===== config.mk =====
export PLATFORM = sky130hd
export DESIGN_NAME = plir_cell
export DESIGN_NICKNAME = d
export VERILOG_FILES = /design/src/rtl/core/plir_pkg.sv /design/src/rtl/core/plir_cell.sv
export SDC_FILE = /design/constraint.sdc
export NUM_CORES = 1
export LEC_CHECK = 0
export ABC_CLOCK_PERIOD_IN_PS = 3100
export BUFFER_PORTS_ARGS = -buffer_cell sky130_fd_sc_hd__clkbuf_2
export CAP_MARGIN = 10
export CELL_PAD_IN_SITES_DETAIL_PLACEMENT = 0
export CELL_PAD_IN_SITES_GLOBAL_PLACEMENT = 1
export CORE_ASPECT_RATIO = 1.1
export CORE_UTILIZATION = 33
export CTS_BUF_LIST = sky130_fd_sc_hd__clkbuf_16
export DETAILED_ROUTE_END_ITERATION = 16
export GPL_ROUTABILITY_DRIVEN = 0
export PLACE_DENSITY_LB_ADDON = 0.1
export SLEW_MARGIN = 30
export SYNTH_ARGS = -nofsm -noshare
export SYNTH_HDL_FRONTEND = slang
export SYNTH_SLANG_ARGS = --single-unit
export TNS_END_PERCENT = 50

===== constraint.sdc =====
create_clock -name clock -period 3.1 [get_ports clock]
set_clock_uncertainty 0.1 [all_clocks]
set_input_delay 0.62 -clock clock [delete_from_list [all_inputs] [get_ports clock]]
set_output_delay 0.62 -clock clock [all_outputs]
set_load 0.02 [all_outputs]

===== src/rtl/core/plir_pkg.sv =====
// Shared types and constants for the positional list insert/remove block.
package plir_pkg;

   localparam int CAPACITY_DEFAULT = 64;
   localparam int POS_W            = 8;
   localparam int VAL_W            = 32;
   localparam int LEN_W            = 7;
   localparam int GROUP            = 8;

   localparam logic CMD_INSERT = 1'b0;
   localparam logic CMD_REMOVE = 1'b1;

   localparam logic [1:0] ST_OK      = 2'd0;
   localparam logic [1:0] ST_BAD_POS = 2'd1;
   localparam logic [1:0] ST_EMPTY   = 2'd2;
   localparam logic [1:0] ST_FULL    = 2'd3;

   typedef struct packed {
      logic                     cmd;
      logic [POS_W-1:0]         position;
      logic signed [VAL_W-1:0]  value;
   } req_type;

   typedef struct packed {
      logic [1:0]               status;
      logic signed [VAL_W-1:0]  removed_value;
      logic [LEN_W-1:0]         list_length;
   } rsp_type;

   typedef struct packed {
      logic             ins;
      logic             rem;
      logic [POS_W-1:0] idx;
   } shift_ctl_type;

endpackage


===== src/rtl/core/plir_cell.sv =====
// One list cell: holds an element and shifts to or from its neighbours.
module plir_cell #(
   parameter int INDEX = 0
) (
   input  logic                           clock,
   input  plir_pkg::shift_ctl_type        ctl,
   input  logic signed [plir_pkg::VAL_W-1:0] new_value,
   input  logic signed [plir_pkg::VAL_W-1:0] prev_value,
   input  logic signed [plir_pkg::VAL_W-1:0] next_value,
   output logic signed [plir_pkg::VAL_W-1:0] value,
   output logic signed [plir_pkg::VAL_W-1:0] tap
);

   localparam logic [plir_pkg::POS_W-1:0] MY_IDX = plir_pkg::POS_W'(INDEX);

   logic signed [plir_pkg::VAL_W-1:0] value_ff, value_in;
   logic signed [plir_pkg::VAL_W-1:0] tap_ff, tap_in;

   always_comb begin
      value_in = value_ff;
      if (ctl.ins && MY_IDX > ctl.idx) begin
         value_in = prev_value;
      end else if (ctl.ins && MY_IDX == ctl.idx) begin
         value_in = new_value;
      end else if (ctl.rem && MY_IDX >= ctl.idx) begin
         value_in = next_value;
      end
      tap_in = (ctl.rem && MY_IDX == ctl.idx) ? value_ff : '0;
   end

   always_ff @(posedge clock) begin
      value_ff <= value_in;
      tap_ff   <= tap_in;
   end

   assign value = value_ff;
   assign tap   = tap_ff;

endmodule


==> flow_metrics.env <==
export IMPL_status="complete, no violations"
export IMPL_period_minus_slack_ns=1.879
export IMPL_switching_share_pct=18.87
export IMPL_grt_pass1_vias=1507
export IMPL_hpwl_mm=3.371
export IMPL_diodes=0
export IMPL_critical_path_startpoint_type="primary input"
export IMPL_htreeDepth=3
export IMPL_synth_cells=139
export IMPL_relSlewSlack_pct=70.51
export IMPL_avgSynthCellArea_um2=17.07
export IMPL_gr_total_overflow=0
export IMPL_r2r_end="tap[27]"
export IMPL_irDropWorstVdd_mv=0.2870
export IMPL_finalNonFillerCells=375
export IMPL_worst_pin_slew_ns=0.4424
export IMPL_endpoint="value[25]"
export IMPL_min_from="value[25]"
export IMPL_critPathArrivalTime_ns=1.84
export IMPL_r2r_slack_ns=2.37
export IMPL_antenna_found_initial=0
export IMPL_cts_setup_buffers=0
export IMPL_io_pins=171
export IMPL_yosysWarnings=0
export IMPL_fin_setup_tns_ns=0
export IMPL_fillers=679
export IMPL_grt_use_total_pct=12.47
export IMPL_intPower_mw=1.477
export IMPL_yosys_register_bits=64
export IMPL_route_vias_total=1549
export IMPL_drt_initial_drc_count=26
export IMPL_synthToLayoutAreaGrowth_pct=43.46
export IMPL_ys_types=11
export IMPL_root_buffer="clkbuf_16"
export IMPL_hold_buffers=0
export IMPL_rr_worst_depth=1
export IMPL_clk_latency_ns=0.31
export IMPL_fmax_mhz=532.1
export IMPL_routed_wirelength_mm=4.500
export IMPL_post_cts_resized=0
export IMPL_setup_viol_count_final=0
export IMPL_port_buffer_count=138
export IMPL_vias_per_cell=4.131
export IMPL_grt_pass1_wl_mm=7.107
export IMPL_rows=32
export IMPL_hold_viol_final=0
export IMPL_start_util_pct=34.05
export IMPL_syn_area_um2=2372
export IMPL_fin_crit_sh_pct=60.62
export IMPL_layout_cells_most_common="clkbuf_2"
export IMPL_antenna_left=0
export IMPL_wl_per_cell_um=12.00
export IMPL_pwr_share_clk_pct=46.4
export IMPL_cellLeakagePower_nw=1.702
export IMPL_critPathRequiredTime_ns=3.06
export IMPL_die_area_um2=7532
export IMPL_path_clk_slew_ns=0.05
export IMPL_crit_path_max_fanout=19
export IMPL_end_kind="register"
export IMPL_finalMaxSlewViolations=0
export IMPL_dpl_cell_count=359
export IMPL_ys_seq_area_share_pct=67.51
export IMPL_core_area_um2=6967
export IMPL_rsz0062_at_grt="no"
export IMPL_die_h_um=90.93
export IMPL_fin_nets=392
export IMPL_r2r_start="value[27]"
export IMPL_power_share_combinational_pct=4.7
export IMPL_drc_errors=0
export IMPL_clk_path_buf_depth=2
export IMPL_firstDrtPassIters=4
export IMPL_critPathLaunch="ctl[1]"
export IMPL_cts_tree="done"
export IMPL_syn_nets=246
export IMPL_maxCapViolations=0
export IMPL_p_sw_mw=0.3434
export IMPL_p_seq_share_pct=49.0
export IMPL_numCtsBuffers=9
export IMPL_hp_class="register to register"
export IMPL_clkSinkCount=64
export IMPL_drive_gt1_share_pct=65.52
export IMPL_die_x_um=82.84
export IMPL_critPathKind="primary input to register"
export IMPL_layout_common_cells="clkbuf_2, and2_1, dfxtp_1, edfxtp_1, mux2_4"
export IMPL_grt_max_degree=33
export IMPL_power_density_nw_per_um2=534.8
## metal layers
metal | GRT usage, % | vias to the layer above | wire, µm
met3 | 5.119 | 7 | 435
met2 | 20.90 | 81 | 2240
met1 | 13.08 | 678 | 1734
li1 | - | 783 | -
met5 | 0 | - | 0
met4 | 7.328 | 0 | 89
## synth_stat cells
library cell | number | area [µm²]
buf_6 | 3 | 33.78
and2_1 | 32 | 200.2
nor4_2 | 2 | 25.02
nand3_2 | 1 | 10.01
and3_2 | 1 | 7.510
o211a_1 | 1 | 10.01
mux2_4 | 30 | 450.4
clkbuf_1 | 3 | 11.26
mux2_2 | 2 | 22.52
edfxtp_1 | 32 | 960.9
dfxtp_1 | 32 | 640.6
## critical path: stages
cell,delay (ns)
clkbuf_2,0.09
nor4_2,0.40
nand3_2,0.13
buf_4,0.26
mux2_4,0.33
## flip-flops by register name, indices dropped and copies added (netlist names)
signal and count:
tap 32, value 32
## per-stage QoR
step           util [%]  cell area [µm²]  power [mW]  hold slack, ns  setup slack, ns
2_1_floorplan         -             2372      0.9430          0.5079           0.8561
3_3_place_gp      45.17             3147      0.9926          0.3529           0.9229
3_5_place_dp      45.17             3147      0.9936          0.3586           0.8987
4_1_cts           48.85             3403       1.851          0.3700            1.236
5_1_grt           48.85             3403       1.885          0.3817            1.152
6_report          48.85             3403       1.820          0.3669            1.221
## power groups by stage
stage,Sequential (mW),Combinational [mW],Clock (mW)
6_report,0.891,0.0852,0.844
5_1_grt,0.890,0.0931,0.902
4_1_cts,0.891,0.0864,0.874
3_5_place_dp,0.908,0.0859,0
3_3_place_gp,0.908,0.0849,0
2_1_floorplan,0.910,0.0332,0
## layout make-up
type	count	area, µm²	share of cell area, %
timing repair buffer	141	713.2	20.96
clock inverter	7	31.28	0.9191
clock buffer	9	225.2	6.618
tap	85	106.4	3.125
sequential	64	1602	47.06
multi-input combinational	69	725.7	21.32
## cell families (layout without fill, tap and decap cells)
kind of cell           count (synthesis)  in the layout  share of synthesized area [%]
buffers and inverters                  6            157                          1.899
AOI/OAI and AO/OA                      1              1                         0.4220
muxes                                 32             32                          19.94
and+or+nand+nor                       36             36                          10.23
DFF                                   64             64                          67.51
## how the worst min path moves through the flow
stage	to	slack, ns	depth (start not counted)
2_1_floorplan	tap[0]	0.51	1
3_3_place_gp	tap[1]	0.35	1
3_5_place_dp	tap[0]	0.36	1
4_1_cts	tap[0]	0.37	1
5_1_grt	tap[25]	0.38	1
6_report	tap[25]	0.37	1
Power figures use the tool's default switching activity.
